**config.mk**
```make
export PLATFORM = sky130hd
export DESIGN_NAME = auto_layer_dwell_timer
export DESIGN_NICKNAME = d
export VERILOG_FILES = /design/src/ald_pkg.sv /design/src/ald_event_logic.sv /design/src/auto_layer_dwell_timer.sv
export SDC_FILE = /design/constraint.sdc
export NUM_CORES = 1
export LEC_CHECK = 0
export ABC_CLOCK_PERIOD_IN_PS = 2910
export CAP_MARGIN = 20
export CORE_UTILIZATION = 60
export CTS_BUF_LIST = sky130_fd_sc_hd__clkbuf_8
export DETAILED_ROUTE_END_ITERATION = 12
export DONT_BUFFER_PORTS = 1
export GPL_TIMING_DRIVEN = 0
export PLACE_DENSITY = 0.88
export SYNTH_ARGS = -nofsm -noshare
export SYNTH_HDL_FRONTEND = slang
export SYNTH_HIERARCHICAL = 1
export SYNTH_SLANG_ARGS = --single-unit
```
**constraint.sdc**
```tcl
create_clock -name clock -period 2.91 [get_ports clock]
set_clock_uncertainty 0.2 [all_clocks]
set_input_delay 0.291 -clock clock [delete_from_list [all_inputs] [get_ports clock]]
set_output_delay 0.291 -clock clock [all_outputs]
set_load 0.005 [all_outputs]
```
**src/ald_pkg.sv**
```systemverilog
// shared types and codes for the auto layer dwell timer
// no dependencies; imported by ald_event_logic and auto_layer_dwell_timer
package ald_pkg;

   // default sizes
   localparam int POSITION_COUNT_DEFAULT = 128;
   localparam int LAYER_COUNT_DEFAULT    = 32;

   // width of the excluded-position bitmap held in the two csr words
   localparam int EXCL_BITS = 128;

   // event codes
   localparam logic [2:0] FUNC_TICK    = 3'd0;
   localparam logic [2:0] FUNC_MOTION  = 3'd1;
   localparam logic [2:0] FUNC_PRESS   = 3'd2;
   localparam logic [2:0] FUNC_KEYCODE = 3'd3;
   localparam logic [2:0] FUNC_REPORT  = 3'd4;

   // layer commands
   localparam logic [1:0] CMD_NONE = 2'd0;
   localparam logic [1:0] CMD_ON   = 2'd1;
   localparam logic [1:0] CMD_OFF  = 2'd2;

   // csr register indexes
   localparam logic [2:0] CSR_TARGET_LAYER = 3'd0;
   localparam logic [2:0] CSR_DWELL_MS     = 3'd1;
   localparam logic [2:0] CSR_EXTEND_TIME  = 3'd2;
   localparam logic [2:0] CSR_QUIET_MS     = 3'd3;
   localparam logic [2:0] CSR_EXCL_LOW     = 3'd4;
   localparam logic [2:0] CSR_EXCL_HIGH    = 3'd5;

   typedef struct packed {
      logic        held_active;
      logic        layer_on_seen;
      logic [15:0] dwell_remaining;
      logic [15:0] since_key_ms;
   } ald_state_type;

   typedef struct packed {
      logic [4:0]           target_layer;
      logic [15:0]          dwell_ms;
      logic [15:0]          extend_time;
      logic [15:0]          quiet_ms;
      logic [EXCL_BITS-1:0] excluded;
   } ald_cfg_type;

   typedef struct packed {
      logic [1:0] layer_command;
      logic [4:0] command_layer;
      logic       held;
   } ald_result_type;

endpackage

```
**src/ald_event_logic.sv**
```systemverilog
// per-event next state and result for the auto layer dwell timer
// depends on ald_pkg
module ald_event_logic #(
   parameter int POSITION_COUNT = ald_pkg::POSITION_COUNT_DEFAULT,
   parameter int LAYER_COUNT    = ald_pkg::LAYER_COUNT_DEFAULT
) (
   input  logic [2:0]             func,
   input  logic [6:0]             key_position,
   input  logic                   layer_is_on,
   input  ald_pkg::ald_cfg_type   cfg,
   input  ald_pkg::ald_state_type state_cur,
   output ald_pkg::ald_state_type state_nxt,
   output ald_pkg::ald_result_type result
);
   import ald_pkg::*;

   localparam logic [8:0] POS_LIMIT   = 9'(POSITION_COUNT);
   localparam logic [5:0] LAYER_LIMIT = 6'(LAYER_COUNT);

   logic       pos_excluded;
   logic       layer_valid;
   logic [1:0] cmd;

   assign pos_excluded = ({2'b00, key_position} < POS_LIMIT) && cfg.excluded[key_position];
   assign layer_valid  = {1'b0, cfg.target_layer} < LAYER_LIMIT;

   always_comb begin
      state_nxt = state_cur;
      cmd       = CMD_NONE;
      unique case (func)
         FUNC_TICK: begin
            if (state_cur.since_key_ms != 16'hFFFF) begin
               state_nxt.since_key_ms = state_cur.since_key_ms + 16'd1;
            end
            if (state_cur.dwell_remaining != 16'd0) begin
               state_nxt.dwell_remaining = state_cur.dwell_remaining - 16'd1;
               // expiry only matters while the layer is believed on
               if (state_cur.dwell_remaining == 16'd1 && state_cur.layer_on_seen) begin
                  state_nxt.held_active   = 1'b0;
                  state_nxt.layer_on_seen = 1'b0;
                  cmd                     = CMD_OFF;
               end
            end
         end
         FUNC_MOTION: begin
            if (layer_valid) begin
               if (!state_cur.held_active &&
                   state_cur.since_key_ms >= cfg.quiet_ms) begin
                  state_nxt.held_active = 1'b1;
                  if (!state_cur.layer_on_seen) begin
                     state_nxt.layer_on_seen = 1'b1;
                     cmd                     = CMD_ON;
                  end
               end
               // timer re-armed even when activation was refused
               if (cfg.dwell_ms != 16'd0) begin
                  state_nxt.dwell_remaining = cfg.dwell_ms;
               end
            end
         end
         FUNC_PRESS: begin
            if (state_cur.held_active) begin
               if (!pos_excluded) begin
                  state_nxt.held_active = 1'b0;
                  if (state_cur.layer_on_seen) begin
                     state_nxt.layer_on_seen = 1'b0;
                     cmd                     = CMD_OFF;
                  end
               end else if (cfg.extend_time != 16'd0) begin
                  state_nxt.dwell_remaining = cfg.extend_time;
               end
            end
         end
         FUNC_KEYCODE: begin
            state_nxt.since_key_ms = 16'd0;
         end
         FUNC_REPORT: begin
            state_nxt.layer_on_seen = layer_is_on;
            if (!layer_is_on) begin
               state_nxt.held_active     = 1'b0;
               state_nxt.dwell_remaining = 16'd0;
            end
         end
         default: begin
         end
      endcase
   end

   assign result.layer_command = cmd;
   assign result.command_layer = cfg.target_layer;
   assign result.held          = state_nxt.held_active;

endmodule

```
**src/auto_layer_dwell_timer.sv**
```systemverilog
// top level of the auto layer dwell timer: csr bank, state, result register with skid
// depends on ald_pkg and ald_event_logic
//
//  channel   direction  handshake          payload
//  req       in         req_valid/stall    func, key_position, layer_is_on
//  rsp       out        rsp_valid/stall    layer_command, command_layer, held
//  csr       in         csr_valid/ready    index, data (write only)
//
// one transaction per cycle unless req_stall is high; each result is registered.
// the state update is one pass of ald_event_logic between the state and result registers.
// reset clears state, csr values, and the result and skid valids.
// a stalled result keeps the skid stage free for one more transaction; req_stall
// rises only while the skid stage holds a result. csr writes are always taken.
module auto_layer_dwell_timer #(
   parameter int POSITION_COUNT = ald_pkg::POSITION_COUNT_DEFAULT,
   parameter int LAYER_COUNT    = ald_pkg::LAYER_COUNT_DEFAULT
) (
   input  logic        clock,
   input  logic        reset,
   input  logic        req_valid,
   output logic        req_stall,
   input  logic [2:0]  req_func,
   input  logic [6:0]  req_key_position,
   input  logic        req_layer_is_on,
   output logic        rsp_valid,
   input  logic        rsp_stall,
   output logic [1:0]  rsp_layer_command,
   output logic [4:0]  rsp_command_layer,
   output logic        rsp_held,
   input  logic        csr_valid,
   output logic        csr_ready,
   input  logic [2:0]  csr_index,
   input  logic [63:0] csr_data
);
   import ald_pkg::*;

   ald_cfg_type    cfg_ff, cfg_in;
   ald_state_type  state_ff, state_in;
   ald_result_type result;
   ald_result_type out_ff, out_in;
   ald_result_type skid_ff, skid_in;
   logic           out_valid_ff, out_valid_in;
   logic           skid_valid_ff, skid_valid_in;
   logic           req_take;
   logic           rsp_take;

   ald_event_logic #(
      .POSITION_COUNT (POSITION_COUNT),
      .LAYER_COUNT    (LAYER_COUNT)
   ) u_event (
      .func         (req_func),
      .key_position (req_key_position),
      .layer_is_on  (req_layer_is_on),
      .cfg          (cfg_ff),
      .state_cur    (state_ff),
      .state_nxt    (state_in),
      .result       (result)
   );

   assign csr_ready = 1'b1;
   assign req_stall = skid_valid_ff;
   assign req_take  = req_valid && !skid_valid_ff;
   assign rsp_take  = out_valid_ff && !rsp_stall;

   always_comb begin
      cfg_in = cfg_ff;
      if (csr_valid) begin
         unique case (csr_index)
            CSR_TARGET_LAYER: cfg_in.target_layer     = csr_data[4:0];
            CSR_DWELL_MS:     cfg_in.dwell_ms         = csr_data[15:0];
            CSR_EXTEND_TIME:  cfg_in.extend_time      = csr_data[15:0];
            CSR_QUIET_MS:     cfg_in.quiet_ms         = csr_data[15:0];
            CSR_EXCL_LOW:     cfg_in.excluded[63:0]   = csr_data;
            CSR_EXCL_HIGH:    cfg_in.excluded[127:64] = csr_data;
            default: begin
            end
         endcase
      end
   end

   always_comb begin
      out_in        = out_ff;
      out_valid_in  = out_valid_ff;
      skid_in       = skid_ff;
      skid_valid_in = skid_valid_ff;
      priority if (skid_valid_ff) begin
         if (rsp_take) begin
            out_in        = skid_ff;
            skid_valid_in = 1'b0;
         end
      end else if (req_take) begin
         if (!out_valid_ff || rsp_take) begin
            out_in       = result;
            out_valid_in = 1'b1;
         end else begin
            skid_in       = result;
            skid_valid_in = 1'b1;
         end
      end else if (rsp_take) begin
         out_valid_in = 1'b0;
      end
   end

   always_ff @(posedge clock) begin
      if (reset) begin
         cfg_ff        <= '0;
         state_ff      <= '0;
         out_valid_ff  <= 1'b0;
         skid_valid_ff <= 1'b0;
      end else begin
         cfg_ff        <= cfg_in;
         out_valid_ff  <= out_valid_in;
         skid_valid_ff <= skid_valid_in;
         if (req_take) begin
            state_ff <= state_in;
         end
      end
   end

   always_ff @(posedge clock) begin
      out_ff  <= out_in;
      skid_ff <= skid_in;
   end

   assign rsp_valid         = out_valid_ff;
   assign rsp_layer_command = out_ff.layer_command;
   assign rsp_command_layer = out_ff.command_layer;
   assign rsp_held          = out_ff.held;

   // the skid stage only fills behind a waiting result
   assert property (@(posedge clock) disable iff (reset)
      skid_valid_ff |-> out_valid_ff)
      else $error("skid holds a result while the output register is empty");

   // a transaction taken while the output register is empty yields a result next cycle
   assert property (@(posedge clock) disable iff (reset)
      (req_valid && !req_stall && !out_valid_ff) |=> out_valid_ff)
      else $error("accepted transaction produced no result");

   // an on command leaves the layer held, an off command leaves it released
   assert property (@(posedge clock) disable iff (reset)
      (rsp_valid && rsp_layer_command == CMD_ON) |-> rsp_held)
      else $error("on command without hold");

   assert property (@(posedge clock) disable iff (reset)
      (rsp_valid && rsp_layer_command == CMD_OFF) |-> !rsp_held)
      else $error("off command while still held");

endmodule
```
# Word-level counts from Yosys, hierarchy flattened
# Index checks and enable logic that the tools add are counted.
dict set report classes {
  add_sub_neg 2
  magnitude_cmp 2
  eq_ne 23
  n_mux 34
  bitwise_logic 2
  reduce_logical 31
}
# operator count
set op_table {}
lappend op_table {{$mux 16} 5}
lappend op_table {{$pmux 18 s4} 1}
lappend op_table {{$reduce_bool 16->1} 3}
lappend op_table {{$mux 18} 2}
lappend op_table {{$mux 8} 4}
lappend op_table {{$pmux 16 s2} 1}
lappend op_table {{$mux 2} 9}
lappend op_table {{$ne 2x1->1 const B} 9}
lappend op_table {{$add 16x1->16 const B} 1}
lappend op_table {{$eq 16x1->1 const B} 1}
lappend op_table {{$ge 16x16->1} 1}
lappend op_table {{$ne 16x16->1 const B} 1}
lappend op_table {{$sub 16x1->16 const B} 1}
lappend op_table {{$eq 3x2->1 const B} 4}
lappend op_table {{$reduce_and 2->1} 6}
lappend op_table {{$reduce_and 3->1} 4}
lappend op_table {{$mux 1} 10}
lappend op_table {{$eq 3x3->1 const B} 3}
lappend op_table {{$lt 7x8->1 const B} 1}
lappend op_table {{$reduce_and 8->1} 1}
lappend op_table {{$reduce_bool 2->1} 4}
lappend op_table {{$bmux 1 s7} 1}
lappend op_table {{$reduce_and 7->1} 1}
lappend op_table {{$eq 3x1->1 const B} 2}
lappend op_table {{other kinds (8)} 18}
dict set report word_totals {
  ff_bits 233
  in_bits 83
}

# Longest topological paths before layout
dict set report depth {
  depth_word 8
  depth_mapped 14
  ltp_nobuf 12
}

# Cells and area by module
# Netlist, hierarchy kept.
# module n_inst cells_per_inst area_each_um2
set modules_own_cells {}
lappend modules_own_cells {auto_layer_dwell_timer 1 980 8251.7}
lappend modules_own_cells {ald_event_logic 1 474 3583.4}

# Worst setup path before layout
# Ideal clock, no wire load.
dict set report synth_path {
  kind {in2reg}
  from {in req_key_position[2]}
  to {reg out_ff, in the netlist rsp_held, data pin}
  setup_ps 260
  t_arrival_ps 2636
  slack_ps -186
  path_stages 9
  path_buffers 1
  cell_sequence {buf_6 -> mux4_1 -> mux4_2 -> o22ai_2 -> nor4b_1 -> or3_4 -> a221oi_2 -> o21ai_1 -> mux2_2}
}
# item line_no
set synth_rtl {}
lappend synth_rtl {{start: declaration} auto_layer_dwell_timer.sv:23} ;# input logic [6:0] req_key_position,
lappend synth_rtl {{end signal: assignment} auto_layer_dwell_timer.sv:121} ;# out_ff <= out_in;
lappend synth_rtl {{end: declaration} auto_layer_dwell_timer.sv:40} ;# ald_result_type out_ff, out_in;

==> summary.txt <==
Status - finished with violations
Failing checks - negative setup slack
Main flop type after synthesis - dfxtp_1
Antenna-violating nets left - 0
Seq/Total Area, Yosys - 40.77%
Vert. Die Dim - 142.4 microns
Mean Syn Cell Area - 8.140 sq um
Largest net degree at the start of global routing - 11
Worst hold slack - 23.60 ps
Worst vdd ir - 396.0 uV
GRT Max-Usage Layer - met2
Unrepaired setup endpoints after global routing - true
Starting Density - 61.01%
Fill cell count - 1364
CTS tree - built
Detail Placement HPWL - 23.68 mm
Hold Fails Final Rpt - 0
Antenna violations before repair - 5
Sink Count - 233
Post-synth EDFFs - 16
Hold crit path type - input port to flop
Fin cells - 1874
H-Tree Depth - 2
Asr flop ratio synth - 0%
DP Area - 12180 sq um
Die ar. - 20290 sq um
Post-Syn Nets - 1557
Root buffer cell - clkbuf_8
Post-route setup slack - -163.2 ps
Clock Path Buffers - 3
Fraction of final layout cells sized beyond drive strength 1 - 15.09%
Final setup vio count - 19
Top Ports - 94
Gpl congestion - 0.9464
Least-Margin Pin Slew - 865.2 ps
Placed insts - 1719
Overflow left after global routing - 0
Period utilisation layout - 105.6%
Final instance area - 14110 sq um
Die Wd - 142.4 microns
Row cnt - 51
FF+latch count, synth - 233
Cell count after synthesis - 1454
Rel. slew slack - 42.32%
Lkg Pwr - 0.005116 uW
GR Util met2 - 60.17%
CP Data Arrival Time - 3170 ps
Setup crit start kind - flop
DR iter-0 viols - 1293
Power density over cell area - 525.2 nW/um^2
CP Max Fanout - 3
Core area - 19400 sq um
Port Buffer Count - 0
Max_cap viols - 0
Post-Route WL - 36.96 mm
Clock Pin Slew Worst Setup and Hold Paths - 60 ps
Nets - 1682
Post-route minimum period - 3073 ps
WL per Instance - 19.72 microns
First-pass GRT wire length - 56.33 mm
Vias post-DR - 11570
Met3 GRT Util - 7.301%
Post-synth cell types - 70
Synth Cell Area - 11840 sq um
Global Route Usage Sum - 35.51%
Residual DRC - 0
Yosys warns - 6
Setup TNS - -1476 ps
Synth-to-layout area growth - 19.26%
Worst skew pair latency - 560 ps
1st-pass router iterations - 7
Critical Path RT - 3010 ps
Vias in the first global route - 10940
DR vias/cell - 6.174
Met1 Use GR - 40.81%
Worst setup EP type - flop
Clock buffers created by TritonCTS - 39
Slew Limit Fails - 0
Crit Path Class - flop to flop
Fmax - 325.4 MHz
[placed cells by master, fill, tap and decap left out, types with 9 or more instances in the layout]
cell           netlist  layout
buf_4               22      28
dfxtp_1            217     213
nor3_1              15      12
xor2_1              10      10
buf_6               17      16
ha_1                20      20
dlygate4sd3_1        0      73
buf_2               30      30
a21oi_1            257     238
nand2_1            448     447
clkbuf_1            44      44
nor2_1              44      42
inv_1               23      34
a21oi_2              0      18
o21ai_2              1      10
edfxtp_1            16      16
a2bb2oi_2           14      15
nor4_1              11       9
a21o_1              23      23
mux2_2              11      11
o21ai_0             19      17
clkbuf_8             0      49
mux2i_1             33      33
mux4_2              15      19
[Yosys cell counts (11+ instances only)]
cell / n / area (sq um)
a2bb2oi_2: 14 / 210.2
o21ai_0: 19 / 95.09
nand2_1: 448 / 1682
nor2_1: 44 / 165.2
buf_4: 22 / 165.2
mux2_2: 11 / 123.9
a21o_1: 23 / 172.7
o21ai_1: 16 / 80.08
dfxtp_1: 217 / 4344
mux4_2: 15 / 337.8
a21oi_1: 257 / 1286
mux2i_1: 33 / 330.3
clkbuf_1: 44 / 165.2
buf_2: 30 / 150.1
buf_6: 17 / 191.4
nor3_1: 15 / 75.07
ha_1: 20 / 250.2
edfxtp_1: 16 / 480.5
nor4_1: 11 / 68.82
inv_1: 23 / 86.33
[area by class of cell]
cell class	count	area, sq um	area share (%)
multi-input combinational	1081	6516	46.17
sequential	233	4832	34.23
timing repair buffer	84	848.3	6.010
buffer	117	711.9	5.044
clock buffer	49	674.4	4.778
tap	265	331.6	2.349
clock inverter	17	101.3	0.7180
inverter	23	86.33	0.6116
antenna	5	12.51	0.08864
[where the power goes]
part | internal (uW) | total [uW] | switching, uW
combinational | 443 | 1090 | 644
sequential | 3310 | 3380 | 71.6
clock | 1600 | 2950 | 1350
[routing by layer]
layer | wire (microns) | part of all wire (%) | up-vias
li1 | - | - | 5312
met5 | 0 | 0 | -
met1 | 13770 | 37 | 5343
met4 | 2357 | 6.4 | 0
met3 | 3344 | 9.0 | 203
met2 | 17480 | 47 | 712
[registers in the layout, indices dropped and copies added, names as in the netlist]
name and flops:
cfg_ff 181, state_ff 34, skid_ff 8, rsp_command_layer 5
rsp_layer_command 2, req_stall 1, rsp_held 1, rsp_valid 1
[cells by family (layout without fill, tap and decap cells)]
kind of cell | count (synthesis) | after routing | share of synthesized area, %
adder cells (fa/ha/maj) | 20 | 20 | 2.114
multiplexers | 65 | 65 | 8.024
flip-flops | 233 | 233 | 40.77
AND/OR/NAND/NOR | 589 | 589 | 21.33
XOR/XNOR | 14 | 14 | 1.036
AO/OA/AOI/OAI | 392 | 392 | 20.15
other | 1 | 6 | 0.03169
buffers and inverters | 140 | 290 | 6.544
[metrics by stage]
step,setup slack [ps],power (uW),util [%]
6_report,-163.2,7414,72.76
3_3_place_gp,-640.3,4234,62.78
5_1_grt,-252.6,7639,72.76
2_1_floorplan,-126.2,4055,-
4_1_cts,-162.0,7303,71.53
3_5_place_dp,-661.3,4251,62.78
[worst paths after layout]
| path | startpoint | end | slack (ps) | cells past startpoint |
|---|---|---|---|---|
| setup / recovery | cfg_ff[61] | rsp_held | -160 | 8 |
| hold reg to reg | cfg_ff[132] | cfg_ff[132] | 260 | 2 |
| hold / removal | req_func[2] | state_ff[13] | 20 | 6 |
| setup reg to reg | cfg_ff[61] | rsp_held | -160 | 8 |
[repair_timing]
action	CTS	global route
hold buffers	73	0
gates resized for setup	27	49
buffers inserted	5	3
endpoints found under the setup margin	17	22
pin swaps	12	33
cloned	3	0
hold endpoints to repair	197	0
[worst max-delay path, cell delays in order (launching register included)]
cell,delay [ps]
dfxtp_2,320
mux4_2,480
mux4_2,510
o22ai_4,180
nor4b_4,80
or3_4,360
a221oi_2,270
o21ai_2,140
mux2_2,270
Power figures use the tool's default switching activity.
